$ cat config.mk
export PLATFORM = sky130hd
export DESIGN_NAME = sglpm_queue
export DESIGN_NICKNAME = d
export VERILOG_FILES = /design/src/rtl/sglpm_pkg.sv /design/src/rtl/sglpm_queue.sv
export SDC_FILE = /design/constraint.sdc
export NUM_CORES = 1
export LEC_CHECK = 0
export BUFFER_PORTS_ARGS = -buffer_cell sky130_fd_sc_hd__buf_2
export CAP_MARGIN = 20
export CELL_PAD_IN_SITES_DETAIL_PLACEMENT = 1
export CELL_PAD_IN_SITES_GLOBAL_PLACEMENT = 1
export CORE_MARGIN = 10
export CORE_UTILIZATION = 40
export DETAILED_ROUTE_END_ITERATION = 12
export PLACE_DENSITY = 0.71
export SYNTH_ARGS = -nofsm -noshare
export SYNTH_HDL_FRONTEND = slang
export SYNTH_SLANG_ARGS = --single-unit
$ cat constraint.sdc
create_clock -name clk -period 1.97 [get_ports clk]
set_clock_uncertainty 0.1 [all_clocks]
set_input_delay 0.2955 -clock clk [delete_from_list [all_inputs] [get_ports clk]]
set_output_delay 0.2955 -clock clk [all_outputs]
set_load 0.01 [all_outputs]
$ cat src/rtl/sglpm_pkg.sv
// ----------------------------------------------------------------------------
// Sparse grid page map package
// Shared widths, reset values and codes for the two-level sparse page map.
// ----------------------------------------------------------------------------
package sglpm_pkg;

  // Default geometry; the top level exposes these as parameters.
  localparam int DEF_MAP_BITS   = 14;
  localparam int DEF_PAGE_BITS  = 10;
  localparam int DEF_CELL_BITS  = 7;
  localparam int DEF_POOL_PAGES = 64;

  localparam int COORD_W    = 16;
  localparam int VALUE_W    = 8;
  localparam int CFG_W      = 8;
  localparam int CFG_ADDR_W = 1;

  // Depth of the queue between front and back; must be a power of two.
  localparam int QUEUE_DEPTH = 2;

  localparam logic [VALUE_W-1:0] EMPTY_CELL     = 8'hFF;
  localparam logic [CFG_W-1:0]   KEEP_ABOVE_RST = 8'd60;
  localparam logic [CFG_W-1:0]   MARK_STEP_RST  = 8'd50;

  typedef enum logic {
    CMD_MARK  = 1'b0,
    CMD_QUERY = 1'b1
  } cmd_t;

  typedef enum logic [1:0] {
    ST_OK        = 2'd0,
    ST_OUTSIDE   = 2'd1,
    ST_NO_PAGE   = 2'd2,
    ST_POOL_FULL = 2'd3
  } status_t;

  typedef enum logic [CFG_ADDR_W-1:0] {
    REG_KEEP_ABOVE = 1'b0,
    REG_MARK_STEP  = 1'b1
  } cfg_reg_t;

  typedef enum logic [2:0] {
    BS_CLEAR,
    BS_IDLE,
    BS_DIR,
    BS_FILL,
    BS_CELL
  } back_state_t;

endpackage

$ cat src/rtl/sglpm_queue.sv
// ----------------------------------------------------------------------------
// Sparse grid page map queue
// Short first-in first-out buffer between the front end and the back end.
// ----------------------------------------------------------------------------
module sglpm_queue #(
  parameter int WIDTH = 8
) (
  input  logic             clk,
  input  logic             rst,
  input  logic             wr_valid,
  output logic             wr_ready,
  input  logic [WIDTH-1:0] wr_data,
  output logic             rd_valid,
  input  logic             rd_pop,
  output logic [WIDTH-1:0] rd_data
);
  import sglpm_pkg::*;

  localparam int PTR_W = (QUEUE_DEPTH > 1) ? $clog2(QUEUE_DEPTH) : 1;
  localparam int CNT_W = $clog2(QUEUE_DEPTH + 1);

  logic [WIDTH-1:0] slots [QUEUE_DEPTH];
  logic [PTR_W-1:0] wr_ptr;
  logic [PTR_W-1:0] rd_ptr;
  logic [CNT_W-1:0] count;
  logic             push;
  logic             pop;

  assign wr_ready = (count != CNT_W'(QUEUE_DEPTH));
  assign rd_valid = (count != '0);
  assign rd_data  = slots[rd_ptr];
  assign push     = wr_valid && wr_ready;
  assign pop      = rd_pop && rd_valid;

  always_ff @(posedge clk) begin
    if (rst) begin
      wr_ptr <= '0;
      rd_ptr <= '0;
      count  <= '0;
    end else begin
      if (push) begin
        wr_ptr <= wr_ptr + 1'b1;
      end
      if (pop) begin
        rd_ptr <= rd_ptr + 1'b1;
      end
      if (push && !pop) begin
        count <= count + 1'b1;
      end else if (pop && !push) begin
        count <= count - 1'b1;
      end
    end
  end

  always_ff @(posedge clk) begin
    if (push) begin
      slots[wr_ptr] <= wr_data;
    end
  end

endmodule

; Yosys cells after proc, flatten, opt, wreduce, memory -nomap -nowiden
; Memory sizes are Yosys's and may differ from the RTL's. A register that Yosys moved wholly into a read port is not among the register bits.
; Index checks and enable logic that the tools add are counted.
[word_totals]
ff_bits = 4
ram_bits = 16
input_bits = 12
out_inout_bits = 10
word_cells = 23
mem_count = 1
[op_classes]
n_addsub = 4
eq_ne = 1
mux = 6
reduce_logical = 8
[memory_table]
columns = memory, words, word_bits, read_ports, rd_clocked_by_memory_dff, wr, line_no
row1 = slots, 2, 8, 1, 1, 1, sglpm_queue.sv:22  ; logic [WIDTH-1:0] slots [QUEUE_DEPTH];
[op_table]
columns = cell, n
row1 = logical AND 1 bit, 4
row2 = two-way mux 1 bit, 4
row3 = two-way mux 2 bit, 2
row4 = nonzero test 2 bit, 2
row5 = "adder 1 bit, second input constant", 2
row6 = "adder 2 x 1 -> 2 bit, second input constant", 1
row7 = zero test 1 bit, 2
row8 = "inequality test 2 bit, second input constant", 1
row9 = "subtractor 2 x 1 -> 2 bit, second input constant", 1

; Depth between registers and ports, before layout
[depth]
ltp_word = 6
mapped_depth = 6
ltp_nobuf = 6

; Least setup slack after synthesis
; No wires, ideal clock.
[synth_timing]
path_kind = register to register
from = reg count[0]
to = reg count[1]
setup_time_ps = 70
t_arrival_ps = 1447
t_required_ps = 1800
path_slack_ps = 353
path_stages_with_launch = 6
path_buffers = 0
synth_period_minus_slack_ps = 1617
cell_sequence = dfxtp_1 nand2b_4 and2_1 ha_1 or3_1 a21oi_1
[synth_via]
elab_chain_len = 5
elab_cells_between_ends = 13
cone_classes = add/sub: 2 / eq/ne: 1 / mux: 2 / reduce/logical: 8
[synth_rtl]
columns = item, line_no
row1 = "start, declared", sglpm_queue.sv:25  ; logic [CNT_W-1:0] count;
row2 = "start signal, assigned", sglpm_queue.sv:48  ; count <= count + 1'b1;
row3 = "start signal, assigned", sglpm_queue.sv:50  ; count <= count - 1'b1;
row4 = inequality test 2 bit *, sglpm_queue.sv:29  ; assign wr_ready = (count != CNT_W'(QUEUE_DEPTH));
row5 = via wr_ready, sglpm_queue.sv:11  ; output logic wr_ready,
row6 = logical AND 1 bit *, sglpm_queue.sv:32  ; assign push = wr_valid && wr_ready;
row7 = via push, sglpm_queue.sv:26  ; logic push;
row8 = zero test 1 bit, sglpm_queue.sv:49  ; end else if (pop && !push) begin
row9 = logical AND 1 bit, sglpm_queue.sv:49
row10 = nonzero test 2 bit (no line), --
; The timed path passes the listed nets; every way through them passes the cells marked *. The select of a mux whose other input is x is not followed.
; A chain may end at the register's enable or synchronous reset.

==> summary by stage <==
Status
The run finished with clean final reports.

Detailed routing
The wire length reported by the detailed router is 1520 µm. The post-detailed-route DRC marker count is 0. In the detailed route, the total length drawn on met2 is 785 µm. After detailed routing, the met3 layer carries 57 µm of wire. After detailed routing, the number of vias per cell comes to 4.63. Signal routing reaches up to met4.

The post-detailed-route wirelength per cell is 15.2 µm. In this run the remaining antenna-violating nets after routing total 0. The total routed wire length on the met1 layer is 653 µm.

The routed layout has 463 vias. The first detailed-routing pass ran for 2 iterations. The initial detailed-routing violation count is 14.

Critical path
In this design, the stage delay of the slowest critical-path cell is 0.56 ns. The category of the worst setup path launch point is a register. The sort of element at the end of the critical path is an output pin. The start-to-end type of the worst setup path is reg -> out. STA puts the critical path data required time at 1.57 ns. Walking the worst path, the cells encountered are mux2_2, buf_2.

The cell with the largest stage delay on the worst path is sky130_fd_sc_hd__dfxtp_1. The maximum fanout along the worst path is 8. The arrival time reported for the critical path endpoint is 1.39 ns.

Timing
The summed negative setup slack over all endpoints is 0 ns. The worst hold slack is 0.0758 ns. The max-slew headroom at the worst pin is 72.8%.

The post-route fraction of the period consumed by the critical path is 90.6%. The max-slew violation count is 0. The actual transition at the worst max-transition pin is 0.409 ns. The setup-violating endpoint count in the final report is 0. The final count of hold timing violations is 0. Setup repair after global routing left no endpoint under its margin. The upper clock frequency limit is 560 MHz. The post-layout minimum cycle time is 1.78 ns.

Power
IR analysis of the VDD net gives a maximum drop of 0.000648 V. Summed over all cells, the static leakage comes to 0.385 nW. Dividing total power by cell area gives a power density of 1230 mW/mm².

Synthesis
After synthesis the netlist holds a flip-flop and latch count of 21. The post-synthesis average cell area is 16.4 µm². The cell area after synthesis is 806 µm². The number of warning messages in the yosys log is 0. The number of nets in the synthesized netlist is 62. The number of library cell types mapped by synthesis is 17.

The post-synthesis cell count is 49. The sequential-to-total area share from yosys stat is 72.0%.

Clocking
After clock tree synthesis, the setup repair step added 0 buffers. The number of clock sinks is 21. Buffers inserted to repair hold after CTS numbered 0. The clock root buffer is sky130_fd_sc_hd__clkbuf_4. Post-CTS repair changed the size of 0 cells. The clock tree from TritonCTS is built. The clock passes through at most 2 buffers. The clock slew seen by the registers of the worst setup and hold paths is 0.11 ns. The number of clock buffers added by TritonCTS is 3. The worst-skew pair later-pin latency is 0.30 ns. In this run the number of H-tree levels came out at 1.

Global routing
The final global-route overflow total is 0. The wire length of the first global-routing pass is 2350 µm. The largest net degree at the start of global routing is 13.

The number of antenna violations at the first check in global routing is 0. The number of global-route vias before repair came to 524. The total global-route track usage is 7.28%.

Final layout
The most frequent standard cell in the layout excluding fill and tap cells is sky130_fd_sc_hd__buf_2. The number of nets in the finished design is 87. The share of the core filled with cells in the final layout is 49.8%. Leaving out fill and tap cells, the most frequent cells in the layout are sky130_fd_sc_hd__buf_2, sky130_fd_sc_hd__edfxtp_1, sky130_fd_sc_hd__mux2_2. The cell area after layout is 967 µm². From synthesis to final layout, the design area changed by 20.0%. 0 antenna diodes ended up in the layout. The share of cells above drive strength 1 is 49.3%.

Flow run
The tool flagged a number of max-cap violations equal to 0.

Floorplanning
The die extent in x is 64.9 µm. The die height is 64.9 µm. The area of the die is 0.00421 mm². The cell row count is 16. The total area inside the core boundary comes to 0.00194 mm². The effective utilization at floorplan is 41.5%.

Pin placement for this block handled 22 I/O pins.

Placed design
After detailed placement, the total cell area comes to 940 µm². The count of buffers inserted at the top-level ports is 21. The final estimated routing congestion in global placement is 0.635.

Min path
The path type of the worst min-delay path is in -> reg.
-- state kept, by name (all words and copies together), names as in the netlist, named ones only --
name,flops
wr_ptr,1
rd_ptr,1
count,2
slots,16
-- stage by stage --
stage	worst slack [ns]	instances	total power, W
after global routing	0.109	100	0.00127
after CTS	0.160	100	0.00121
after global placement	0.340	96	0.000986
final	0.186	100	0.00118
after detailed placement	0.280	96	0.00101
after floorplan	0.353	49	0.000870
-- cell families (layout without fill, tap and decap cells) --
group	count (synthesis)	after routing	synth area share [%]
DFF	21	21	72.1
muxes	8	8	11.2
AOI/OAI and AO/OA	5	5	3.73
xor gates and xnor gates	3	3	3.26
and+or+nand+nor	9	9	7.14
buffers and inverters	2	26	1.09
adders and majority gates	1	1	1.55
-- power breakdown --
part	total [W]	switching (W)	internal (W)
Combinational	0.000362	0.000177	0.000185
Sequential	0.000624	0.0000623	0.000562
Clock	0.000199	0.000123	0.0000757
-- worst paths after layout --
| check | end | slack, ns | start | cells past startpoint |
|---|---|---|---|---|
| min | slots[1][6] | 0.08 | wr_data[6] | 1 |
| min reg2reg | register | 0.44 | rd_ptr | 2 |
| max reg2reg | count[1] | 0.26 | count[0] | 5 |
| max | rd_data[3] | 0.19 | register | 2 |
-- synthesized netlist by cell type --
| master | instances | share of area (%) |
|---|---|---|
| sky130_fd_sc_hd__and3_1 | 1 | 0.78 |
| sky130_fd_sc_hd__nand3b_1 | 1 | 0.93 |
| sky130_fd_sc_hd__dfxtp_1 | 5 | 12 |
| sky130_fd_sc_hd__nand2b_4 | 1 | 1.7 |
| sky130_fd_sc_hd__xor2_1 | 3 | 3.3 |
| sky130_fd_sc_hd__ha_1 | 1 | 1.6 |
| sky130_fd_sc_hd__o21ai_0 | 2 | 1.2 |
| sky130_fd_sc_hd__nor2_1 | 3 | 1.4 |
| sky130_fd_sc_hd__edfxtp_1 | 16 | 60 |
| sky130_fd_sc_hd__a21oi_1 | 2 | 1.2 |
| sky130_fd_sc_hd__inv_1 | 1 | 0.47 |
| sky130_fd_sc_hd__buf_2 | 1 | 0.62 |
| sky130_fd_sc_hd__and2_1 | 1 | 0.78 |
| sky130_fd_sc_hd__mux2_2 | 8 | 11 |
| sky130_fd_sc_hd__or2_2 | 1 | 0.78 |
| sky130_fd_sc_hd__a21bo_2 | 1 | 1.2 |
| sky130_fd_sc_hd__or3_1 | 1 | 0.78 |
-- critical path: cells and delay by family (launching register included) --
| family | cells | cell delay, ns |
|---|---|---|
| muxes | 1 | 0.38 |
| buffers and inverters | 1 | 0.14 |
| DFF | 1 | 0.56 |
-- per-layer routing --
metal | up-vias | global-route usage [%]
li1 | 226 | -
met2 | 13 | 12.8
met5 | - | 0
met3 | 4 | 2.06
met1 | 220 | 7.63
met4 | 0 | 4.01
-- cell type report --
| type | count | area (µm²) |
|---|---|---|
| flip-flops and latches | 21 | 581 |
| clock inverters | 1 | 5.00 |
| inverters | 1 | 3.75 |
| clock buffers | 3 | 22.5 |
| well taps | 27 | 33.8 |
| repair buffers | 21 | 105 |
| multi-input cells | 26 | 216 |
| fillers | 216 | 975 |
Power figures use the tool's default switching activity.
