[src/rtl/sglpm_pkg.sv]
// ----------------------------------------------------------------------------
// Sparse grid page map package
// Shared widths, reset values and codes for the two-level sparse page map.
// ----------------------------------------------------------------------------
package sglpm_pkg;

  // Default geometry; the top level exposes these as parameters.
  localparam int DEF_MAP_BITS   = 14;
  localparam int DEF_PAGE_BITS  = 10;
  localparam int DEF_CELL_BITS  = 7;
  localparam int DEF_POOL_PAGES = 64;

  localparam int COORD_W    = 16;
  localparam int VALUE_W    = 8;
  localparam int CFG_W      = 8;
  localparam int CFG_ADDR_W = 1;

  // Depth of the queue between front and back; must be a power of two.
  localparam int QUEUE_DEPTH = 2;

  localparam logic [VALUE_W-1:0] EMPTY_CELL     = 8'hFF;
  localparam logic [CFG_W-1:0]   KEEP_ABOVE_RST = 8'd60;
  localparam logic [CFG_W-1:0]   MARK_STEP_RST  = 8'd50;

  typedef enum logic {
    CMD_MARK  = 1'b0,
    CMD_QUERY = 1'b1
  } cmd_t;

  typedef enum logic [1:0] {
    ST_OK        = 2'd0,
    ST_OUTSIDE   = 2'd1,
    ST_NO_PAGE   = 2'd2,
    ST_POOL_FULL = 2'd3
  } status_t;

  typedef enum logic [CFG_ADDR_W-1:0] {
    REG_KEEP_ABOVE = 1'b0,
    REG_MARK_STEP  = 1'b1
  } cfg_reg_t;

  typedef enum logic [2:0] {
    BS_CLEAR,
    BS_IDLE,
    BS_DIR,
    BS_FILL,
    BS_CELL
  } back_state_t;

endpackage

[src/rtl/sglpm_front.sv]
// ----------------------------------------------------------------------------
// Sparse grid page map front end
// Accepts transactions, checks the map bounds and splits the coordinates
// into directory and cell indexes.
// ----------------------------------------------------------------------------
module sglpm_front #(
  parameter int MAP_BITS  = sglpm_pkg::DEF_MAP_BITS,
  parameter int PAGE_BITS = sglpm_pkg::DEF_PAGE_BITS,
  parameter int CELL_BITS = sglpm_pkg::DEF_CELL_BITS,
  localparam int ITEM_W   = 2 + 2 * (MAP_BITS - CELL_BITS)
) (
  input  logic              clk,
  input  logic              rst,
  input  logic              enable,
  input  logic              in_valid,
  output logic              in_ready,
  input  logic              in_cmd,
  input  logic [31:0]       in_coords,
  output logic              item_valid,
  input  logic              item_ready,
  output logic [ITEM_W-1:0] item
);
  import sglpm_pkg::*;

  localparam int DIR_IDX_W  = 2 * (MAP_BITS - PAGE_BITS);
  localparam int CELL_IDX_W = 2 * (PAGE_BITS - CELL_BITS);

  typedef struct packed {
    cmd_t                  cmd;
    logic                  outside;
    logic [DIR_IDX_W-1:0]  dir_idx;
    logic [CELL_IDX_W-1:0] cell_idx;
  } item_t;

  logic [COORD_W-1:0] x;
  logic [COORD_W-1:0] y;
  item_t              classified;
  item_t              held;
  logic               held_valid;

  assign x = in_coords[COORD_W-1:0];
  assign y = in_coords[2*COORD_W-1:COORD_W];

  // Negative coordinates and anything at or beyond the map side are outside.
  always_comb begin
    classified.cmd      = cmd_t'(in_cmd);
    classified.outside  = x[COORD_W-1] | y[COORD_W-1] |
                          ((x >> MAP_BITS) != '0) | ((y >> MAP_BITS) != '0);
    classified.dir_idx  = {y[MAP_BITS-1:PAGE_BITS], x[MAP_BITS-1:PAGE_BITS]};
    classified.cell_idx = {y[PAGE_BITS-1:CELL_BITS], x[PAGE_BITS-1:CELL_BITS]};
  end

  assign in_ready   = enable && (!held_valid || item_ready);
  assign item_valid = held_valid;
  assign item       = held;

  always_ff @(posedge clk) begin
    if (rst) begin
      held_valid <= 1'b0;
    end else if (in_valid && in_ready) begin
      held_valid <= 1'b1;
    end else if (item_ready) begin
      held_valid <= 1'b0;
    end
  end

  always_ff @(posedge clk) begin
    if (in_valid && in_ready) begin
      held <= classified;
    end
  end

endmodule

[config.mk]
export PLATFORM = sky130hd
export DESIGN_NAME = sglpm_front
export DESIGN_NICKNAME = d
export VERILOG_FILES = /design/src/rtl/sglpm_pkg.sv /design/src/rtl/sglpm_front.sv
export SDC_FILE = /design/constraint.sdc
export NUM_CORES = 1
export LEC_CHECK = 0
export ABC_AREA = 1
export BUFFER_PORTS_ARGS = -buffer_cell sky130_fd_sc_hd__buf_2
export CAP_MARGIN = 20
export CELL_PAD_IN_SITES_DETAIL_PLACEMENT = 1
export CELL_PAD_IN_SITES_GLOBAL_PLACEMENT = 1
export CORE_MARGIN = 4
export CORE_UTILIZATION = 27
export CTS_BUF_LIST = sky130_fd_sc_hd__clkbuf_4
export DETAILED_ROUTE_END_ITERATION = 7
export GPL_TIMING_DRIVEN = 0
export PLACE_DENSITY = 0.89
export SYNTH_ARGS = -nofsm -noshare
export SYNTH_HDL_FRONTEND = slang
export SYNTH_SLANG_ARGS = --single-unit
[constraint.sdc]
create_clock -name clk -period 2.31 [get_ports clk]
set_input_delay 0.1155 -clock clk [delete_from_list [all_inputs] [get_ports clk]]
set_output_delay 0.1155 -clock clk [all_outputs]
set_load 0.05 [all_outputs]
After elaboration in Yosys (flattened, before gate mapping)
Cells that the tools add are included.

Input port bits: 38. Logic and storage cells: 17. Flip-flop bits (word level): 17.

Bitwise logic cells: 3. Muxes and demuxes: 2. Reductions and logical operators: 7.

Operator list (number): $reduce_bool A16 Y1 (2); $or A1 B1 Y1 (3); $logic_and A1 B1 Y1 (2); $mux W1 (2); $reduce_bool A2 Y1 (1); $logic_not A1 Y1 (1); $logic_or A1 B1 Y1 (1).

Logic depth before layout (Yosys ltp)
Gate-level depths: netlist (run 1).

Word-level depth: 5. Gate-level depth with buffers: 5. Depth with buffers taken out: 5.

Worst setup path before layout (run 1)
Ideal clock, no wire load.

Kind: register -> register. Start: register held_valid (netlist: item_valid). End: register held (netlist bit item[0]), enable pin. Path slack: 0.598 ns. Stages on the path, launching flop included: 4. Data arrival time: 1.326 ns. Data required time: 1.923 ns. Clock period less this slack: 1.712 ns. Cells stage by stage: dfxtp_1 nand2_1 inv_1 nor3_2.

Word-level cells in the longest chain between the ends: 4.

RTL lines: start: declaration (RTL line sglpm_front.sv:39) `logic held_valid;`; start signal: assignment (RTL line sglpm_front.sv:59) `held_valid <= 1'b0;`; start signal: assignment (RTL line sglpm_front.sv:61) `held_valid <= 1'b1;`; start signal: assignment (RTL line sglpm_front.sv:63) `held_valid <= 1'b0;`; $logic_not A1 Y1 (RTL line sglpm_front.sv:53) `assign in_ready = enable && (!held_valid || item_ready);`; $logic_or A1 B1 Y1 (RTL line sglpm_front.sv:53); $logic_and A1 B1 Y1 (RTL line sglpm_front.sv:53); $logic_and A1 B1 Y1 (RTL line sglpm_front.sv:68) `if (in_valid && in_ready) begin`; end signal: assignment (RTL line sglpm_front.sv:69) `held <= classified;`; end: declaration (RTL line sglpm_front.sv:38) `item_t held;`.

No other way between the ends. A chain may end at the register's enable or synchronous reset.

Final worst setup path (run 1)
Start: register held_valid (netlist: item_valid). End: register held (netlist bit item[10]), enable pin.

Same word-level chain as after synthesis.

==> results of run 1 <==
[cells in the mapped netlist, drive strengths merged]
library cell	number	area, µm²
nor2	3	11.3
edfxtp	16	480
o21ai	1	5.00
nor3	1	10.0
inv	6	22.5
dfxtp	1	20.0
nand2	3	11.3
[worst max path at each step]
stage / from / end / slack [ns] / cells past startpoint
2_1_floorplan: item_valid$_SDFFE_PP0P_ / item[0]$_DFFE_PP_ / 0.60 / 3
3_3_place_gp: item_valid$_SDFFE_PP0P_ / item[4]$_DFFE_PP_ / 0.62 / 3
3_5_place_dp: item_valid$_SDFFE_PP0P_ / item[6]$_DFFE_PP_ / 0.84 / 4
4_1_cts: item_valid$_SDFFE_PP0P_ / item[2]$_DFFE_PP_ / 0.83 / 4
5_1_grt: item_valid$_SDFFE_PP0P_ / item[2]$_DFFE_PP_ / 0.73 / 4
6_report: item_valid$_SDFFE_PP0P_ / item[10]$_DFFE_PP_ / 0.85 / 4
[cell type report]
type	instances	area share
well taps	27	0.0348
flip-flops and latches	17	0.515
inverters	6	0.0232
repair buffers	55	0.357
clock buffers	4	0.0309
multi-input cells	8	0.0387
[power groups by stage]
stage	Clock [W]	Sequential, W	Combinational [W]
4_1_cts	0.000168	0.000355	0.000102
3_3_place_gp	0	0.000362	0.0000910
2_1_floorplan	0	0.000408	0.0000144
6_report	0.000160	0.000355	0.000111
5_1_grt	0.000179	0.000356	0.000119
3_5_place_dp	0	0.000362	0.0000951
[through the flow]
| step | utilization | total power, W | area (µm²) |
|---|---|---|---|
| 6_report | 0.495 | 0.000625 | 971 |
| 5_1_grt | 0.495 | 0.000655 | 971 |
| 4_1_cts | 0.454 | 0.000625 | 891 |
| 3_5_place_dp | 0.413 | 0.000457 | 811 |
| 3_3_place_gp | 0.408 | 0.000453 | 800 |
| 2_1_floorplan | - | 0.000422 | 561 |
[state kept, by name (all words and copies together), names as in the netlist]
name and flops:
item 16, item_valid 1
[routing by layer]
layer | GRT usage | vias up | share of wire
li1 | - | 223 | -
met1 | 0.0896 | 199 | 0.33
met2 | 0.163 | 27 | 0.55
met3 | 0.0416 | 0 | 0.12
met4 | 0.0511 | 0 | 0
met5 | 0 | - | 0
[cells by family (layout without fill, tap and decap cells)]
family / after synthesis / count (layout)
AOI/OAI and AO/OA: 1 / 1
DFF: 17 / 17
and+or+nand+nor: 7 / 7
buffers and inverters: 6 / 65
==> flow_metrics.tcl, run 1 <==
set metrics [dict create \
    status "finished, final reports clean" \
    worstHoldStart "in_coords[26]" \
    min_path_type "in2reg" \
    wl_mm 1.28 \
    ant_nets 0 \
    layoutNonFillerInstCount 117 \
    p_sw_w 0.000154 \
    drc 0 \
    clk_transition_reported_paths_ns 0.09 \
    areaGrowthSynthToFinish_pct 73.2 \
    rr_endpoint "item[10]$_DFFE_PP_" \
    clock_power_share 0.256 \
    tightest_slew_ns 0.621 \
    core-area_um2 1960 \
    path_class "reg2reg" \
    die_area_um2 2870 \
    required_ns 2.31 \
    path_cells "nand2_1 -> inv_1 -> nor3_2 -> buf_6" \
    dr.pass1.iters 2 \
    die_h_um 53.6 \
    chipWidth_um 53.6 \
    synthXorXnorAreaFrac 0 \
    p_sw_frac 0.246 \
    synth_nets 69 \
    final_common_cell "buf_2" \
    synth_top_family_by_area "simple AND/OR/NAND/NOR gates" \
    synthAdderAreaFrac 0 \
    drtIter0Drc 4 \
    vias 449 \
    power_frac_seq 0.567 \
    r2r-start "item_valid$_SDFFE_PP0P_" \
    synth_cell_type_count 7 \
    cp.buffers_inverters 2 \
    power.internal_w 0.000472 \
    period_share 0.630 \
    clock-root-buffer "clkbuf_4" \
    ff2ff_setup_slack_ns 0.85 \
    grt_overflow 0 \
    syn_avg_cell_area_um2 18.1 \
    nFillCells 221 \
    gp_congestion 0.642 \
    p_comb_frac 0.177 \
    std_cell_rows 16 \
    gr-usage-all-layers 0.0928 \
    regArea_um2 500 \
    finalSetupViolCount 0 \
    vias_per_cell 3.84 \
    holdPathStages 1 \
    synth_compound_area_frac 0.00893 \
    synthSimpleGateAreaFrac 0.0580 \
    fmax_mhz 687 \
    slowest_stage "nor3_2" \
    dp_hpwl_um 990 \
    cts_buffer_depth 2 \
    skew_ns 0.000916 \
    power_per_cell_area_nw_per_um2 644 \
    cts_setup_buffers 0 \
    synth-seq-area-share 0.893 \
    timing.final.ws_setup_ns 0.854 \
    dp_cells 100 \
    syn_inst 31 \
    synthMuxAreaShare 0 \
    finalMaxSlewViolations 0 \
    dp_slack_ns 0.836 \
    grt_pass1_vias 423 \
    ctsResizeCount 0 \
    layout.nets 129 \
    ys_ff_latch 17 \
    slowest_delay_ns 0.48 \
    tritoncts "yes" \
    cts_sinks 17 \
    fin_crit_ns 1.46 \
    grt_start_max_net_pins 10 \
    grt_setup_unrepaired "false" \
    vdd.ir_drop.worst_v 0.000248 \
    htree_levels 1 \
    hold_path_end "item[10]$_DFFE_PP_" \
    postCtsHoldBufs 5 \
    synth_warnings 0 \
    totalNegativeSetupSlack_ns 0 \
    routedWlPerCell_um 10.9 \
    end_kind "register" \
    syn_area_um2 561 \
    n_antenna_cell 0 \
    ios 56 \
    arrival_ns 1.45 \
    hold_slack_ns 0.0117 \
    cts_made_buffers 3 \
    maxCapViolations 0 \
    crit_family "simple AND/OR/NAND/NOR gates" \
    final_hold_viol_count 0 \
    startpoint_type "register" \
    clk_latency_ns 0.27 \
    drive_gt1_frac 0.522 \
    p_leak_nw 0.450 \
    antenna_found_initial 0 \
    final_cell_mix "buf_2, edfxtp_1, dlygate4sd3_1, inv_1, clkbuf_4" \
    multi_input_area_um2 37.5 \
    cp_max_fo 9 \
    grt_pass1_wl_mm 1.84 \
    numPortBuffers 41 \
    rr_worst_depth 4 \
    relSlewSlack 0.584 \
    start_util 0.286 \
]
Note: power is estimated with default switching activity, not from simulation.
==> run 2: changes to the inputs <==
--- a/config.mk
+++ b/config.mk
@@ -11,11 +11,11 @@
 export CELL_PAD_IN_SITES_DETAIL_PLACEMENT = 1
 export CELL_PAD_IN_SITES_GLOBAL_PLACEMENT = 1
 export CORE_MARGIN = 4
-export CORE_UTILIZATION = 27
+export CORE_UTILIZATION = 23
 export CTS_BUF_LIST = sky130_fd_sc_hd__clkbuf_4
 export DETAILED_ROUTE_END_ITERATION = 7
 export GPL_TIMING_DRIVEN = 0
-export PLACE_DENSITY = 0.89
+export PLACE_DENSITY = 0.81
 export SYNTH_ARGS = -nofsm -noshare
 export SYNTH_HDL_FRONTEND = slang
 export SYNTH_SLANG_ARGS = --single-unit
==> constraint.sdc (replaced) <==
create_clock -name clk -period 1.3 [get_ports clk]
set_input_delay 0.065 -clock clk [delete_from_list [all_inputs] [get_ports clk]]
set_output_delay 0.065 -clock clk [all_outputs]
set_load 0.05 [all_outputs]
==> flow_metrics.tcl, run 2 (same netlist as run 1, synthesis figures left out) <==
set metrics [dict create \
    core-area_um2 2280 \
    relSlewSlack 0.826 \
    power_per_cell_area_nw_per_um2 1110 \
    wl_mm 1.33 \
    use_met1 0.0846 \
    final_common_cell "buf_2" \
    layout.nets 132 \
    grt_use_met3 0.0339 \
    finalSetupViolCount 0 \
    vdd.ir_drop.worst_v 0.000537 \
    maxCapViolations 0 \
    areaGrowthSynthToFinish_pct 82.6 \
    rr_endpoint "item[13]$_DFFE_PP_" \
    final_hold_viol_count 0 \
    cp.buffers_inverters 2 \
    crit_family "flip-flops" \
    fin_crit_ns 1.18 \
    largest_reg_flops 16 \
    crit_path_end "in_ready" \
    path_cells "nand2_2 -> inv_2 -> nor2_1 -> buf_2" \
    die_h_um 57.4 \
    cts_buffer_depth 2 \
    clk_latency_ns 0.28 \
    tritoncts "yes" \
    grt_overflow 0 \
    power.internal_w 0.000848 \
    startpoint_type "register" \
    slowest_stage "dfxtp_4" \
    cts_sinks 17 \
    ios 56 \
    required_ns 1.24 \
    post-route-util 0.450 \
    gp_congestion 0.645 \
    ff2ff_setup_slack_ns 0.24 \
    die_area_um2 3290 \
    path_depth 4 \
    drive_gt1_frac 0.538 \
    std_cell_rows 17 \
    grt_start_max_net_pins 17 \
    gr-usage-all-layers 0.0880 \
    numPortBuffers 41 \
    min_path_type "in2reg" \
    start_util 0.246 \
    vias 461 \
    rr_worst_depth 4 \
    p_sw_frac 0.254 \
    power_frac_seq 0.554 \
    routedWlPerCell_um 11.0 \
    period_share 0.909 \
    clk_transition_reported_paths_ns 0.09 \
    p_comb_frac 0.186 \
    drc 0 \
    clock_power_share 0.260 \
    status "finished, final reports clean" \
    multi_input_area_um2 46.3 \
    ant_nets 0 \
    p_sw_w 0.000289 \
    drtIter0Drc 2 \
    path_class "reg2out" \
    p_leak_nw 0.467 \
    hold_slack_ns 0.0287 \
    fmax_mhz 846 \
    end_kind "primary output" \
    cts_made_buffers 3 \
    cp_max_fo 2 \
    antenna_found_initial 0 \
    final_cell_mix "buf_2, dlygate4sd3_1, edfxtp_1, inv_1, clkbuf_4" \
    clock-root-buffer "clkbuf_4" \
    finalMaxSlewViolations 0 \
    nFillCells 262 \
    regArea_um2 504 \
    slowest_delay_ns 0.35 \
    grt_pass1_vias 485 \
    gr-usage-met2 0.163 \
    n_antenna_cell 0 \
    dp_slack_ns -0.188 \
    dr.pass1.iters 3 \
    chipWidth_um 57.4 \
    dp_hpwl_mm 1.01 \
    vias_per_cell 3.81 \
    timing.final.ws_setup_ns 0.118 \
    grt_pass1_wl_mm 2.17 \
    r2r-start "item_valid$_SDFFE_PP0P_" \
    grt_setup_unrepaired "false" \
    startpoint "item_valid$_SDFFE_PP0P_" \
    grt_most_used_layer "met2" \
    arrival_ns 1.12 \
    skew_ns 0.00179 \
    htree_levels 1 \
    ctsResizeCount 0 \
    tightest_slew_ns 0.263 \
]
## run 2: power groups by stage
stage / registers, W / clock network [W] / logic, W
3_5_place_dp: 0.000643 / 0 / 0.000169
6_report: 0.000630 / 0.000295 / 0.000211
2_1_floorplan: 0.000724 / 0 / 0.0000286
3_3_place_gp: 0.000642 / 0 / 0.000165
4_1_cts: 0.000630 / 0.000314 / 0.000215
5_1_grt: 0.000632 / 0.000337 / 0.000225
## run 2: layout make-up
type / instances / share of cell area
Clock buffer: 4 / 0.0293
Tap cell: 28 / 0.0342
Timing Repair Buffer: 58 / 0.377
Sequential cell: 17 / 0.493
Multi-Input combinational cell: 8 / 0.0452
Inverter: 6 / 0.0220
## run 2: tightest hold or removal path: cells and delay by family
kind | cells | cell delay, ns
AND/OR/NAND/NOR | 2 | 0.07
buffers and inverters | 1 | 0.07
## run 2: through the flow
stage	area (µm²)	instances	power (W)	setup TNS [ns]
after detailed placement	813	100	0.000812	-3.01
final	1020	121	0.00114	0
after CTS	1020	121	0.00116	0
after global routing	1020	121	0.00119	0
after floorplan	573	31	0.000752	-1.28
after global placement	813	100	0.000807	-2.29
## run 2: routing by layer
metal / vias to the layer above / wire [µm]
li1: 231 / -
met1: 203 / 451
met2: 27 / 725
met3: 0 / 156
met4: 0 / 0
met5: - / 0
## run 2: how the worst min path moves through the flow
stage	startpoint	endpoint	cells after the start
5_1_grt	in_coords[31]	item[14]$_DFFE_PP_	3
2_1_floorplan	in_coords[7]	item[0]$_DFFE_PP_	0
3_3_place_gp	in_coords[29]	item[13]$_DFFE_PP_	1
6_report	in_coords[15]	item[14]$_DFFE_PP_	3
3_5_place_dp	in_coords[24]	item[4]$_DFFE_PP_	1
4_1_cts	in_coords[15]	item[14]$_DFFE_PP_	3
## run 2: repair_timing
item	CTS	global route
hold endpoints to repair	16	0
endpoints found under the setup margin	16	0
buffers inserted	1	0
hold buffers	16	0
